### src/rtl/core/shb_pkg.sv
// ----------------------------------------------------------------------------
// shb_pkg
// Shared widths and constants for the string hash to bucket core.
// ----------------------------------------------------------------------------
package shb_pkg;

    localparam int HASH_W = 32;
    localparam int TS_W   = 21;
    localparam int IDX_W  = 20;
    localparam int CHAR_W = 8;
    localparam int CNT_W  = $clog2(HASH_W);
    localparam int REM_W  = TS_W + 1;

    localparam logic [TS_W-1:0] TS_MAX   = TS_W'(1048576);
    localparam logic [TS_W-1:0] TS_RESET = TS_W'(1024);
    localparam logic [TS_W-1:0] TS_ONE   = TS_W'(1);

    // handshake between the sequencer and the remainder unit
    typedef struct packed {
        logic busy;
        logic done;
    } div_status_t;

endpackage

### src/rtl/core/string_hash_to_bucket_core.sv
// ----------------------------------------------------------------------------
// string_hash_to_bucket_core
// Base-31 polynomial string hash, one character per beat, reduced to a bucket.
// ----------------------------------------------------------------------------
// channel   direction  signals                                  beat
// in        sink       in_valid in_ready char_byte has_char last one key item
// out       source     out_valid out_ready bucket_index          one bucket
// cfg       sink       cfg_valid cfg_ready table_size            table size
//
// a character beat folds in the cycle it is accepted; in_ready stays high
// a last beat starts the remainder unit, which takes the dividend one bit at a time
// before its remainder loads the output register; in_ready is low meanwhile
// a stalled output holds its bucket while the next key folds in; a remainder
// finished under that stall waits in the unit with in_ready low until it goes
// reset clears the hash, the sequencer and sets table size to 1024
// ----------------------------------------------------------------------------
module string_hash_to_bucket_core (
    input  logic                       clk,
    input  logic                       rst_n,
    input  logic                       in_valid,
    output logic                       in_ready,
    input  logic [shb_pkg::CHAR_W-1:0] char_byte,
    input  logic                       has_char,
    input  logic                       last,
    output logic                       out_valid,
    input  logic                       out_ready,
    output logic [shb_pkg::IDX_W-1:0]  bucket_index,
    input  logic                       cfg_valid,
    output logic                       cfg_ready,
    input  logic [shb_pkg::TS_W-1:0]   table_size
);
    import shb_pkg::*;

    localparam logic [1:0] ST_IDLE = 2'd0;
    localparam logic [1:0] ST_DIV  = 2'd1;
    localparam logic [1:0] ST_HOLD = 2'd2;

    logic [1:0]        state_reg, state_next;
    logic [HASH_W-1:0] hash_reg, hash_next;
    logic [TS_W-1:0]   ts_reg;
    logic              out_valid_reg, out_valid_next;
    logic [IDX_W-1:0]  out_idx_reg, out_idx_next;

    logic              in_beat;
    logic              div_start;
    logic [HASH_W-1:0] hash_fold;
    logic [HASH_W-1:0] hash_mag;
    logic [TS_W-1:0]   div_eff;
    logic              out_free;
    div_status_t       div_status;
    logic [IDX_W-1:0]  div_rem;

    assign in_ready  = (state_reg == ST_IDLE);
    assign in_beat   = in_valid && in_ready;
    assign div_start = in_beat && last;
    assign cfg_ready = 1'b1;
    assign out_free  = !out_valid_reg || out_ready;

    // 31*h = 32*h - h, plus the sign-extended character
    always_comb
    begin
        hash_fold = hash_reg;
        if (has_char)
            hash_fold = ({hash_reg[HASH_W-6:0], 5'b0} - hash_reg)
                        + {{(HASH_W-CHAR_W){char_byte[CHAR_W-1]}}, char_byte};
    end

    // -2^31 maps onto 2^31 as an unsigned magnitude
    assign hash_mag = hash_fold[HASH_W-1] ? (HASH_W'(0) - hash_fold) : hash_fold;

    always_comb
    begin
        if (ts_reg == '0)
            div_eff = TS_ONE;
        else if (ts_reg > TS_MAX)
            div_eff = TS_MAX;
        else
            div_eff = ts_reg;
    end

    always_comb
    begin
        hash_next = hash_reg;
        if (in_beat)
            hash_next = last ? '0 : hash_fold;
    end

    always_comb
    begin
        state_next     = state_reg;
        out_valid_next = out_valid_reg && !out_ready;
        out_idx_next   = out_idx_reg;
        case (state_reg)
            ST_IDLE:
            begin
                if (div_start)
                    state_next = ST_DIV;
            end
            ST_DIV:
            begin
                if (div_status.done)
                begin
                    if (out_free)
                    begin
                        out_valid_next = 1'b1;
                        out_idx_next   = div_rem;
                        state_next     = ST_IDLE;
                    end
                    else
                        state_next = ST_HOLD;
                end
            end
            ST_HOLD:
            begin
                if (out_free)
                begin
                    out_valid_next = 1'b1;
                    out_idx_next   = div_rem;
                    state_next     = ST_IDLE;
                end
            end
            default:
                state_next = ST_IDLE;
        endcase
    end

    always_ff @(posedge clk or negedge rst_n)
    begin
        if (!rst_n)
        begin
            state_reg     <= ST_IDLE;
            hash_reg      <= '0;
            ts_reg        <= TS_RESET;
            out_valid_reg <= 1'b0;
        end
        else
        begin
            state_reg     <= state_next;
            hash_reg      <= hash_next;
            out_valid_reg <= out_valid_next;
            if (cfg_valid && cfg_ready)
                ts_reg <= table_size;
        end
    end

    always_ff @(posedge clk)
    begin
        out_idx_reg <= out_idx_next;
    end

    shb_divider u_div (
        .clk       (clk),
        .rst_n     (rst_n),
        .start     (div_start),
        .dividend  (hash_mag),
        .divisor   (div_eff),
        .status    (div_status),
        .remainder (div_rem)
    );

    assign out_valid    = out_valid_reg;
    assign bucket_index = out_idx_reg;

endmodule

### src/rtl/core/shb_divider.sv
// ----------------------------------------------------------------------------
// shb_divider
// Restoring shift-subtract remainder unit, one dividend bit per cycle.
// ----------------------------------------------------------------------------
module shb_divider (
    input  logic                       clk,
    input  logic                       rst_n,
    input  logic                       start,
    input  logic [shb_pkg::HASH_W-1:0] dividend,
    input  logic [shb_pkg::TS_W-1:0]   divisor,
    output shb_pkg::div_status_t       status,
    output logic [shb_pkg::IDX_W-1:0]  remainder
);
    import shb_pkg::*;

    logic               busy_reg, busy_next;
    logic               done_reg, done_next;
    logic [CNT_W-1:0]   count_reg, count_next;
    logic [HASH_W-1:0]  dvd_reg, dvd_next;
    logic [TS_W-1:0]    div_reg, div_next;
    logic [REM_W-1:0]   rem_reg, rem_next;
    logic [REM_W-1:0]   rem_shift;

    assign rem_shift = {rem_reg[REM_W-2:0], dvd_reg[HASH_W-1]};

    always_comb
    begin
        busy_next  = busy_reg;
        done_next  = 1'b0;
        count_next = count_reg;
        dvd_next   = dvd_reg;
        div_next   = div_reg;
        rem_next   = rem_reg;
        if (start)
        begin
            busy_next  = 1'b1;
            count_next = CNT_W'(HASH_W - 1);
            dvd_next   = dividend;
            div_next   = divisor;
            rem_next   = '0;
        end
        else if (busy_reg)
        begin
            dvd_next = {dvd_reg[HASH_W-2:0], 1'b0};
            if (rem_shift >= {1'b0, div_reg})
                rem_next = rem_shift - {1'b0, div_reg};
            else
                rem_next = rem_shift;
            count_next = count_reg - CNT_W'(1);
            if (count_reg == '0)
            begin
                busy_next = 1'b0;
                done_next = 1'b1;
            end
        end
    end

    always_ff @(posedge clk or negedge rst_n)
    begin
        if (!rst_n)
        begin
            busy_reg  <= 1'b0;
            done_reg  <= 1'b0;
            count_reg <= '0;
        end
        else
        begin
            busy_reg  <= busy_next;
            done_reg  <= done_next;
            count_reg <= count_next;
        end
    end

    always_ff @(posedge clk)
    begin
        dvd_reg <= dvd_next;
        div_reg <= div_next;
        rem_reg <= rem_next;
    end

    assign status.busy = busy_reg;
    assign status.done = done_reg;
    // remainder stays below a divisor of at most 2^20
    assign remainder   = rem_reg[IDX_W-1:0];

endmodule

### config.mk
export PLATFORM = sky130hd
export DESIGN_NAME = string_hash_to_bucket_core
export DESIGN_NICKNAME = d
export VERILOG_FILES = /design/src/rtl/core/shb_pkg.sv /design/src/rtl/core/string_hash_to_bucket_core.sv /design/src/rtl/core/shb_divider.sv
export SDC_FILE = /design/constraint.sdc
export NUM_CORES = 1
export LEC_CHECK = 0
export ABC_AREA = 1
export BUFFER_PORTS_ARGS = -buffer_cell sky130_fd_sc_hd__buf_4
export CORE_ASPECT_RATIO = 0.9
export CORE_MARGIN = 2
export CORE_UTILIZATION = 50
export DETAILED_ROUTE_END_ITERATION = 7
export MAX_ROUTING_LAYER = met4
export PLACE_DENSITY = 0.7
export SLEW_MARGIN = 15
export SYNTH_ARGS = -nofsm -noshare
export SYNTH_HDL_FRONTEND = slang
export SYNTH_SLANG_ARGS = --single-unit
### constraint.sdc
create_clock -name clk -period 3.45 [get_ports clk]
set_input_delay 0.345 -clock clk [delete_from_list [all_inputs] [get_ports clk]]
set_output_delay 0.345 -clock clk [all_outputs]
set_load 0.01 [all_outputs]
# Yosys cells after proc, flatten, opt, wreduce, memory -nomap -nowiden
# Index checks and enable logic that the tools add are counted.
[word_totals]
ram_bits = 0
wordCells = 64
memories = 0
ff_bits = 157
latchBits = 0
romBits = 0
out_inout_bits = 23
[op_classes]
n_mul = 0
n_bitwise = 0
n_div = 0
magnitude_cmp = 2
eq_ne = 5
addsub = 5
shift = 0
muxes = 26
reduce_logical = 14
[op_table]
columns = ["cell", "n"]
rows = [
  ["$mux 32", 5],
  ["$mux 21", 2],
  ["$mux 20", 2],
  ["$pmux 20 s2", 1],
  ["$add 32x32->32", 1],
  ["$sub 1x32->32 const A", 1],
  ["$sub 32x32->32", 1],
  ["$ge 22x21->1", 1],
  ["$gt 21x21->1 const B", 1],
  ["$logic_not 21->1", 1],
  ["$sub 21x21->21", 1],
  ["$mux 5", 2],
  ["$mux 1", 8],
  ["$mux 2", 4],
  ["$pmux 2 s3", 1],
  ["$logic_not 5->1", 1],
  ["$sub 5x1->5 const B", 1],
  ["$ne 2x1->1 const B", 2],
  ["$reduce_bool 2->1", 2],
  ["$logic_and 1x1->1", 3],
  ["$reduce_and 3->1", 1],
  ["$eq 2x1->1 const B", 1],
  ["$eq 2x2->1 const B", 1],
  ["$logic_not 1->1", 2],
  ["6 further kinds", 6],
]

# Logic depth before layout (Yosys ltp)
# Gate-level depths: netlist of the first run.
[depth]
word_depth = 6
depth_mapped = 25

# Cells and area by module
# Synthesis of the first run repeated with hierarchy kept, for this count alone.
[unflattened]
hier_cells = 1870
hier_area_um2 = 12754.7
[modules_own_cells]
columns = ["mod", "n_inst", "area_each_um2", "seq_area_each_um2", "cells_per_inst"]
rows = [
  ["string_hash_to_bucket_core", 1, 7649.8, 2003.2, 1198],
  ["shb_divider", 1, 5104.9, 2187.1, 672],
]

# Worst setup path before layout of the first run
# OpenSTA, ideal clock, no wires.
[synth_timing]
path_kind = "input to register"
startpoint = "input port char_byte[7] (netlist name)"
endpoint = "register u_div.dvd_reg[28], data pin"
n_path_buf = 0
arrival_ns = 3.650
slack_ns = -0.453
path_stages = 20
setup_ns = 0.253
path_cell_list = "inv_1 > fa_1 > inv_1 > ha_1 > nand2_1 > inv_1 > a21oi_1 > nand2_1 > nand2_1 > nand3_1 > nand2_1 > nand2_1 > nor2_2 > nand3_2 > nor2_4 > nand4_1 > nand2_1 > nand2_1 > nand3_1 > nand2_1"
[synth_between]
elab_chain_len = 5
[synth_rtl]
columns = ["item", "line", "source"]
rows = [
  ["start: declaration", "string_hash_to_bucket_core.sv:22", "input logic [shb_pkg::CHAR_W-1:0] char_byte,"],
  ["$add 32x32->32 *", "string_hash_to_bucket_core.sv:65", "+ {{(HASH_W-CHAR_W){char_byte[CHAR_W-1]}}, char_byte};"],
  ["$mux 32 *", "string_hash_to_bucket_core.sv:63", "if (has_char)"],
  ["$sub 1x32->32", "string_hash_to_bucket_core.sv:69", "assign hash_mag = hash_fold[HASH_W-1] ? (HASH_W'(0) - hash_fold) : hash_fold;"],
  ["$mux 32 *", "string_hash_to_bucket_core.sv:69", ""],
  ["$mux 32 *", "shb_divider.sv:34", "if (start)"],
  ["net u_div.dvd_next[28]", "shb_divider.sv:19", "logic [HASH_W-1:0] dvd_reg, dvd_next;"],
  ["end signal: assignment", "shb_divider.sv:76", "dvd_reg <= dvd_next;"],
  ["end: declaration", "shb_divider.sv:19", ""],
]
# The timed path passes the listed nets; every way through them passes the cells marked *.
# A chain may end at the register's enable or synchronous reset.

# Worst setup path after layout of the first run
[layout_timing]
startpoint = "register hash_reg[5]"
endpoint = "register u_div.dvd_reg[30], data pin"
[layout_between]
elab_chain_len = 6
[layout_rtl]
columns = ["item", "line", "source"]
rows = [
  ["start: declaration", "string_hash_to_bucket_core.sv:39", "logic [HASH_W-1:0] hash_reg, hash_next;"],
  ["start signal: assignment", "string_hash_to_bucket_core.sv:139", "hash_reg <= hash_next;"],
  ["$sub 32x32->32", "string_hash_to_bucket_core.sv:64", "hash_fold = ({hash_reg[HASH_W-6:0], 5'b0} - hash_reg)"],
  ["$add 32x32->32", "string_hash_to_bucket_core.sv:65", ""],
  ["$mux 32 *", "string_hash_to_bucket_core.sv:63", ""],
  ["$sub 1x32->32", "string_hash_to_bucket_core.sv:69", ""],
  ["$mux 32 *", "string_hash_to_bucket_core.sv:69", ""],
  ["$mux 32 *", "shb_divider.sv:34", ""],
  ["net u_div.dvd_next[30]", "shb_divider.sv:19", ""],
]
# Marked as above.

==> results of run 1 <==
==> logic make-up after synthesis <==
| family | after synthesis | share of synthesized area, % |
|---|---|---|
| AOI/OAI and AO/OA | 192 | 9.407 |
| xor gates and xnor gates | 29 | 2.177 |
| adders and majority gates | 90 | 11.46 |
| buffers and inverters | 355 | 11.83 |
| DFF | 157 | 35.92 |
| muxes | 1 | 0.09653 |
| other | 1 | 0.03215 |
| and+or+nand+nor | 805 | 29.08 |
==> metrics by stage <==
step             TNS, ns  area, um2  instances
6_report         -0.2718      14520       2114
4_1_cts                0      14080       2101
5_1_grt           -2.602      14520       2114
3_5_place_dp      -5.077      13440       2066
2_1_floorplan  -0.004174      11930       1630
3_3_place_gp      -4.466      13440       2066
==> worst max path at each step <==
stage          slack, ns         start                 to  depth (start not counted)
6_report           -0.07   hash_reg[5]  u_div.dvd_reg[30]                         24
5_1_grt            -0.22   hash_reg[5]  u_div.dvd_reg[28]                         24
4_1_cts             0.01   hash_reg[5]  u_div.dvd_reg[23]                         21
3_5_place_dp       -0.38  char_byte[7]  u_div.dvd_reg[23]                         25
3_3_place_gp       -0.37  char_byte[7]  u_div.dvd_reg[29]                         23
2_1_floorplan     -0.003  char_byte[7]  u_div.dvd_reg[28]                         20
==> area by class of cell <==
type	instances	area share [%]
timing repair inverter	1	0.07757
clock buffer	17	2.930
tap	302	2.603
multi-input combinational	1118	46.34
inverter	317	8.308
clock inverter	15	0.9911
timing repair buffer	187	9.885
sequential	157	28.86
==> timing repair <==
| action | 4_1_cts | 5_1_grt |
|---|---|---|
| cloned | 0 | 1 |
| setup endpoints to repair | 13 | 30 |
| setup buffers | 3 | 12 |
| pin swaps | 4 | 42 |
| gates resized for setup | 16 | 98 |
==> layer usage <==
metal	vias to the layer above	wire, um	GRT usage [%]
met5	-	0	-
li1	5505	-	-
met3	41	1983	3.892
met4	0	559	7.522
met1	5118	15210	39.14
met2	335	13810	38.94
==> layout by cell type, fill, tap and decap left out, types with 3 or more instances in the layout <==
cell type	n
a21o_1	9
a21oi_1	34
a21oi_2	11
a221oi_1	3
a31o_2	3
buf_4	182
buf_6	3
clkbuf_16	17
clkinvlp_4	3
dfrtp_1	62
dfxtp_1	21
edfxtp_1	73
fa_1	27
ha_1	40
ha_4	21
inv_1	297
inv_2	17
inv_6	8
inv_8	4
nand2_1	458
nand2_2	51
nand2_4	4
nand3_1	110
nand3_2	13
nand3_4	3
nand4_1	23
nor2_1	82
nor2_2	27
nor2_4	10
nor3_1	11
nor4_1	4
o211ai_1	8
o21ai_0	74
o21ai_1	5
o21bai_1	3
o22ai_1	32
or2_2	3
xnor2_1	10
xor2_1	19
==> results.sh, run 1 <==
export IMPL_outcome="complete, but fails checks"
export IMPL_failed_checks="setup timing"
export IMPL_initial_core_util_pct=50.40
export IMPL_finalSetupViolCount=6
export IMPL_relSlewSlack_pct=30.65
export IMPL_synth_seq_cells=157
export IMPL_synth_common_cells="nand2_1 (505), inv_1 (310), nand3_1 (117), nor2_1 (109), o21ai_0 (74)"
export IMPL_coreArea_mm2=0.02314
export IMPL_drc=0
export IMPL_place_ws_ns=-0.3835
export IMPL_path_class="reg2reg"
export IMPL_synth_main_ff_cell="edfxtp_1"
export IMPL_insertedDiodeCount=0
export IMPL_synth_area_mm2=0.01166
export IMPL_grt_ovfl_total=0
export IMPL_cp_start_kind="flop"
export IMPL_clkSinkCount=157
export IMPL_finalHoldViolations=0
export IMPL_clkSlewWorstSetupHoldPaths_ns=0.07
export IMPL_grt_start_max_net_pins=64
export IMPL_synthArstFlopShare_pct=40.13
export IMPL_synth_cell_types=50
export IMPL_hold_class="in2async"
export IMPL_ff2ff_path_depth=24
export IMPL_yosysSeqAreaShare_pct=35.92
export IMPL_port_buffers=57
export IMPL_crit_fanout=8
export IMPL_dp_hpwl_mm=23.64
export IMPL_ant_nets=0
export IMPL_maxCapViolations=0
export IMPL_drive_gt1_share_pct=21.85
export IMPL_wl_per_cell_um=14.93
export IMPL_vias=11000
export IMPL_skew_ns=0.01081
export IMPL_synth_top_area_share_pct=18.79
export IMPL_multi_input_area_mm2=0.006728
export IMPL_cts_tree="yes"
export IMPL_critPathBufInv=6
export IMPL_ioPinCount=59
export IMPL_wirelength_mm=31.56
export IMPL_die_w_um=165.0
export IMPL_seq_area_mm2=0.004190
export IMPL_synth_edf_count=73
export IMPL_fin_crit_sh_pct=102.1
export IMPL_syn_to_final_growth_pct=24.46
export IMPL_timing_final_crit_period_ns=3.524
export IMPL_first_iter_violations=857
export IMPL_reg2reg_from="hash_reg[5]"
export IMPL_r2r_end="u_div.dvd_reg[30]"
export IMPL_clk_latency_ns=0.44
export IMPL_crit_arrival_ns=3.71
export IMPL_antenna_found_initial=0
export IMPL_worst_hold_slack_ns=0.03401
export IMPL_cpMostUsedCell="nand2_1"
export IMPL_yosysWarnings=0
export IMPL_finalWorstSetupSlack_ns=-0.07356
export IMPL_tightestPinTransition_ns=1.039
export IMPL_cts_hold_buf=0
export IMPL_fill_cells=2088
export IMPL_ff2ff_setup_slack_ns=-0.07
export IMPL_cp_slowest_stage_delay_ns=0.56
export IMPL_cp_top_family="simple AND/OR/NAND/NOR gates"
export IMPL_slowest_stage="fa_1"
export IMPL_clockBufferDepth=2
export IMPL_clock_fmax_mhz=283.8
export IMPL_required_ns=3.64
export IMPL_synth_most_common_cell="nand2_1"
export IMPL_place_gp_congestion=0.9181
export IMPL_synth_area_leaders="edfxtp_1 (19%), nand2_1 (16%), dfrtp_1 (13%)"
export IMPL_fp_dieH_um=148.9
export IMPL_numCtsBuffers=17
export IMPL_syn_nets=1756
export IMPL_gr_usage_all_layers_pct=26.83
export IMPL_fin_nets=1925
export IMPL_firstDrtPassIters=6
export IMPL_htreeDepth=4
export IMPL_rows=53
export IMPL_synth_top_area_cell="edfxtp_1"
export IMPL_grt_pass1_wl_mm=50.23
export IMPL_vias_per_cell=5.203
export IMPL_root_buffer="clkbuf_16"
export IMPL_syn_avg_cell_area_um2=7.156
export IMPL_rsz0062_at_grt="true"
export IMPL_drv_slew=0
export IMPL_path_cells="inv_2 -> fa_1 -> inv_2 -> ha_4 -> buf_6 -> nand2_4 -> buf_6 -> nor2_4 -> buf_6 -> nand2_2 -> inv_1 -> nand2_1 -> nand2_1 -> nand2_1 -> nand3_2 -> nand2_2 -> nor2_1 -> nand2_1 -> nor2_4 -> nand4_1 -> nand2_1 -> nand2_1 -> nand3_1 -> nand2_1"
export IMPL_final_util_pct=62.73
export IMPL_dieArea_mm2=0.02457
export IMPL_first_global_vias=10110
export IMPL_synth_cells=1630
export IMPL_endpoint_kind="flop"
Power of run 1 is left out: the tool's default activity adds up to more than one toggle a clock period on the data nets, which glitch-free logic cannot reach.
==> run 2, diff against run 1 <==
- ABC_AREA: 1 -> 0
==> run 2 against run 1 <==
Compared with the run above: the flow still finishes with violations (setup timing); setup slack lost 0.53 ns; clock-buffer cell count grew 3; fmax shrank 13%; wire length grew 3.1%.
==> results.sh, run 2 <==
export IMPL_coreArea_mm2=0.02232
export IMPL_endpoint_kind="flop"
export IMPL_grt_pass1_wl_mm=50.94
export IMPL_path_class="reg2reg"
export IMPL_drv_slew=0
export IMPL_yosysWarnings=0
export IMPL_finalHoldViolations=0
export IMPL_drc=0
export IMPL_final_common_cell="buf_4"
export IMPL_use_met3_pct=4.489
export IMPL_synth_area_leaders="edfxtp_1 (19%), dfrtp_1 (14%), ha_1 (6.9%)"
export IMPL_cts_tree="yes"
export IMPL_wirelength_mm=32.54
export IMPL_synth_main_ff_cell="edfxtp_1"
export IMPL_slowest_stage="fa_1"
export IMPL_rsz0062_at_grt="true"
export IMPL_synth_cells=1207
export IMPL_syn_avg_cell_area_um2=9.330
export IMPL_path_depth=17
export IMPL_grt_ovfl_total=0
export IMPL_final_cell_mix="buf_4 (265), nand2_1 (126), inv_1 (110), edfxtp_1 (73), o21ai_0 (58)"
export IMPL_initial_core_util_pct=50.46
export IMPL_firstDrtPassIters=7
export IMPL_grt_util_met2_pct=41.38
export IMPL_cp_start_kind="flop"
export IMPL_insertedDiodeCount=0
export IMPL_fin_crit_sh_pct=117.5
export IMPL_vias=10230
export IMPL_crit_fanout=5
export IMPL_dieArea_mm2=0.02374
export IMPL_crit_arrival_ns=4.21
export IMPL_syn_nets=1333
export IMPL_drive_gt1_share_pct=36.78
export IMPL_grt_start_max_net_pins=64
export IMPL_synth_common_cells="inv_1 (130), nand2_1 (129), o21ai_0 (78), edfxtp_1 (73), a21oi_1 (68)"
export IMPL_finalSetupViolCount=32
export IMPL_maxCapViolations=0
export IMPL_outcome="complete, but fails checks"
export IMPL_required_ns=3.61
export IMPL_rows=52
export IMPL_failed_checks="setup timing"
export IMPL_port_buffers=57
export IMPL_numCtsBuffers=17
export IMPL_ff2ff_setup_slack_ns=-0.60
export IMPL_synth_seq_cells=157
export IMPL_first_global_vias=10060
export IMPL_hold_class="in2async"
export IMPL_grt_util_met1_pct=38.92
export IMPL_clock_fmax_mhz=246.6
export IMPL_place_gp_congestion=0.9068
export IMPL_fin_tns_setup_ns=-15.19
export IMPL_clk_latency_ns=0.43
export IMPL_synth_top_area_share_pct=19.47
export IMPL_path_cells="inv_2 -> buf_12 -> fa_1 -> ha_4 -> nand3_4 -> o221ai_4 -> a211oi_4 -> o31a_1 -> buf_6 -> o2111a_1 -> a221oi_4 -> and2_4 -> nand4_4 -> buf_4 -> o22ai_2 -> xor2_1 -> o21ai_1"
export IMPL_ant_nets=0
export IMPL_cp_slowest_stage_delay_ns=0.43
export IMPL_syn_to_final_growth_pct=38.47
export IMPL_worst_hold_slack_ns=0.04572
export IMPL_grt_busiest_layer="met2"
export IMPL_vias_per_cell=5.726
export IMPL_place_ws_ns=-0.9188
export IMPL_dp_hpwl_mm=22.16
export IMPL_synth_most_common_cell="inv_1"
export IMPL_die_w_um=162.2
export IMPL_wl_per_cell_um=18.21
export IMPL_skew_ns=0.01321
export IMPL_ff2ff_path_depth=17
export IMPL_fin_nets=1603
export IMPL_gr_usage_all_layers_pct=27.62
export IMPL_cp_top_family="compound AO/OA/AOI/OAI gates"
export IMPL_tightestPinTransition_ns=0.8915
export IMPL_antenna_found_initial=0
export IMPL_synth_top_area_cell="edfxtp_1"
export IMPL_root_buffer="clkbuf_16"
export IMPL_clockBufferDepth=2
export IMPL_ioPinCount=59
export IMPL_fp_dieH_um=146.4
export IMPL_timing_final_crit_period_ns=4.054
export IMPL_synth_area_mm2=0.01126
export IMPL_finalWorstSetupSlack_ns=-0.6044
export IMPL_htreeDepth=4
export IMPL_relSlewSlack_pct=40.57
export IMPL_synth_cell_types=98
export IMPL_first_iter_violations=873
export IMPL_clkSinkCount=157
export IMPL_clkSlewWorstSetupHoldPaths_ns=0.06
export IMPL_critPathBufInv=4
export IMPL_final_util_pct=69.87
export IMPL_yosysSeqAreaShare_pct=37.21
export IMPL_synthArstFlopShare_pct=40.13
export IMPL_synth_edf_count=73
==> run 2: changes by cell type in the layout (fill, tap and decap cells not counted), sizes merged, moves of 28 or more <==
cell / before / now
inv: 326 / 131
nor2: 119 / 59
nand2: 513 / 129
o21ai: 80 / 120
xnor2: 10 / 38
nand3: 126 / 30
buf: 187 / 300
==> run 2: what timing repair did <==
action | CTS | global route
hold buffers | 0 | 0
setup buffers | 38 | 22
gates resized for setup | 138 | 68
endpoints found under the setup margin | 36 | 42
pin swaps | 81 | 75
cloned | 6 | 0
==> run 2: layout make-up <==
class,instances,area (um2)
Clock buffer,20,467.9
Clock inverter,12,86.33
Timing Repair Buffer,300,2522
Tap cell,297,371.6
Fill cell,1590,6724
Sequential cell,157,4197
Multi-Input combinational cell,870,7452
Inverter,131,495.5
==> run 2: stage by stage <==
| stage | instance area (um2) | std cells |
|---|---|---|
| 6_report | 15590 | 1787 |
| 5_1_grt | 15590 | 1787 |
| 4_1_cts | 15120 | 1768 |
| 3_5_place_dp | 13440 | 1693 |
| 3_3_place_gp | 13440 | 1693 |
| 2_1_floorplan | 11450 | 1207 |
==> run 2: worst paths after layout <==
path	to	start
hold / removal	u_div.count_reg[4]	rst_n
setup / recovery	u_div.dvd_reg[23]	hash_reg[5]
max in group asynchronous	hash_reg[9]	rst_n
setup reg to reg	u_div.dvd_reg[23]	hash_reg[5]
min in group clk	ts_reg[15]	table_size[15]
hold reg to reg	bucket_index[0]	u_div.rem_reg[0]
==> run 2: cells by family after synthesis <==
family / Yosys count / share of synthesized area (%)
and+or+nand+nor: 351 / 16.06
AOI/OAI and AO/OA: 340 / 20.98
buffers and inverters: 180 / 6.367
DFF: 157 / 37.21
adders and majority gates: 90 / 11.87
xor gates and xnor gates: 53 / 4.122
muxes: 35 / 3.367
other: 1 / 0.03330
==> run 2: worst register-to-register path: cells and delay by family (launching register included) <==
| family | cells | cell delay [ns] |
|---|---|---|
| buffers and inverters | 4 | 0.52 |
| AO/OA/AOI/OAI | 7 | 1.46 |
| flip-flops | 1 | 0.39 |
| AND/OR/NAND/NOR | 3 | 0.50 |
| XOR/XNOR | 1 | 0.18 |
| adder cells (fa/ha/maj) | 2 | 0.75 |
==> run 2: routing by layer <==
metal	up-vias	share of wire, %
li1	4843	-
met1	4943	45
met2	375	46
met3	71	6.3
met4	0	2.7
met5	-	0
Power of run 2 is left out for the same reason.
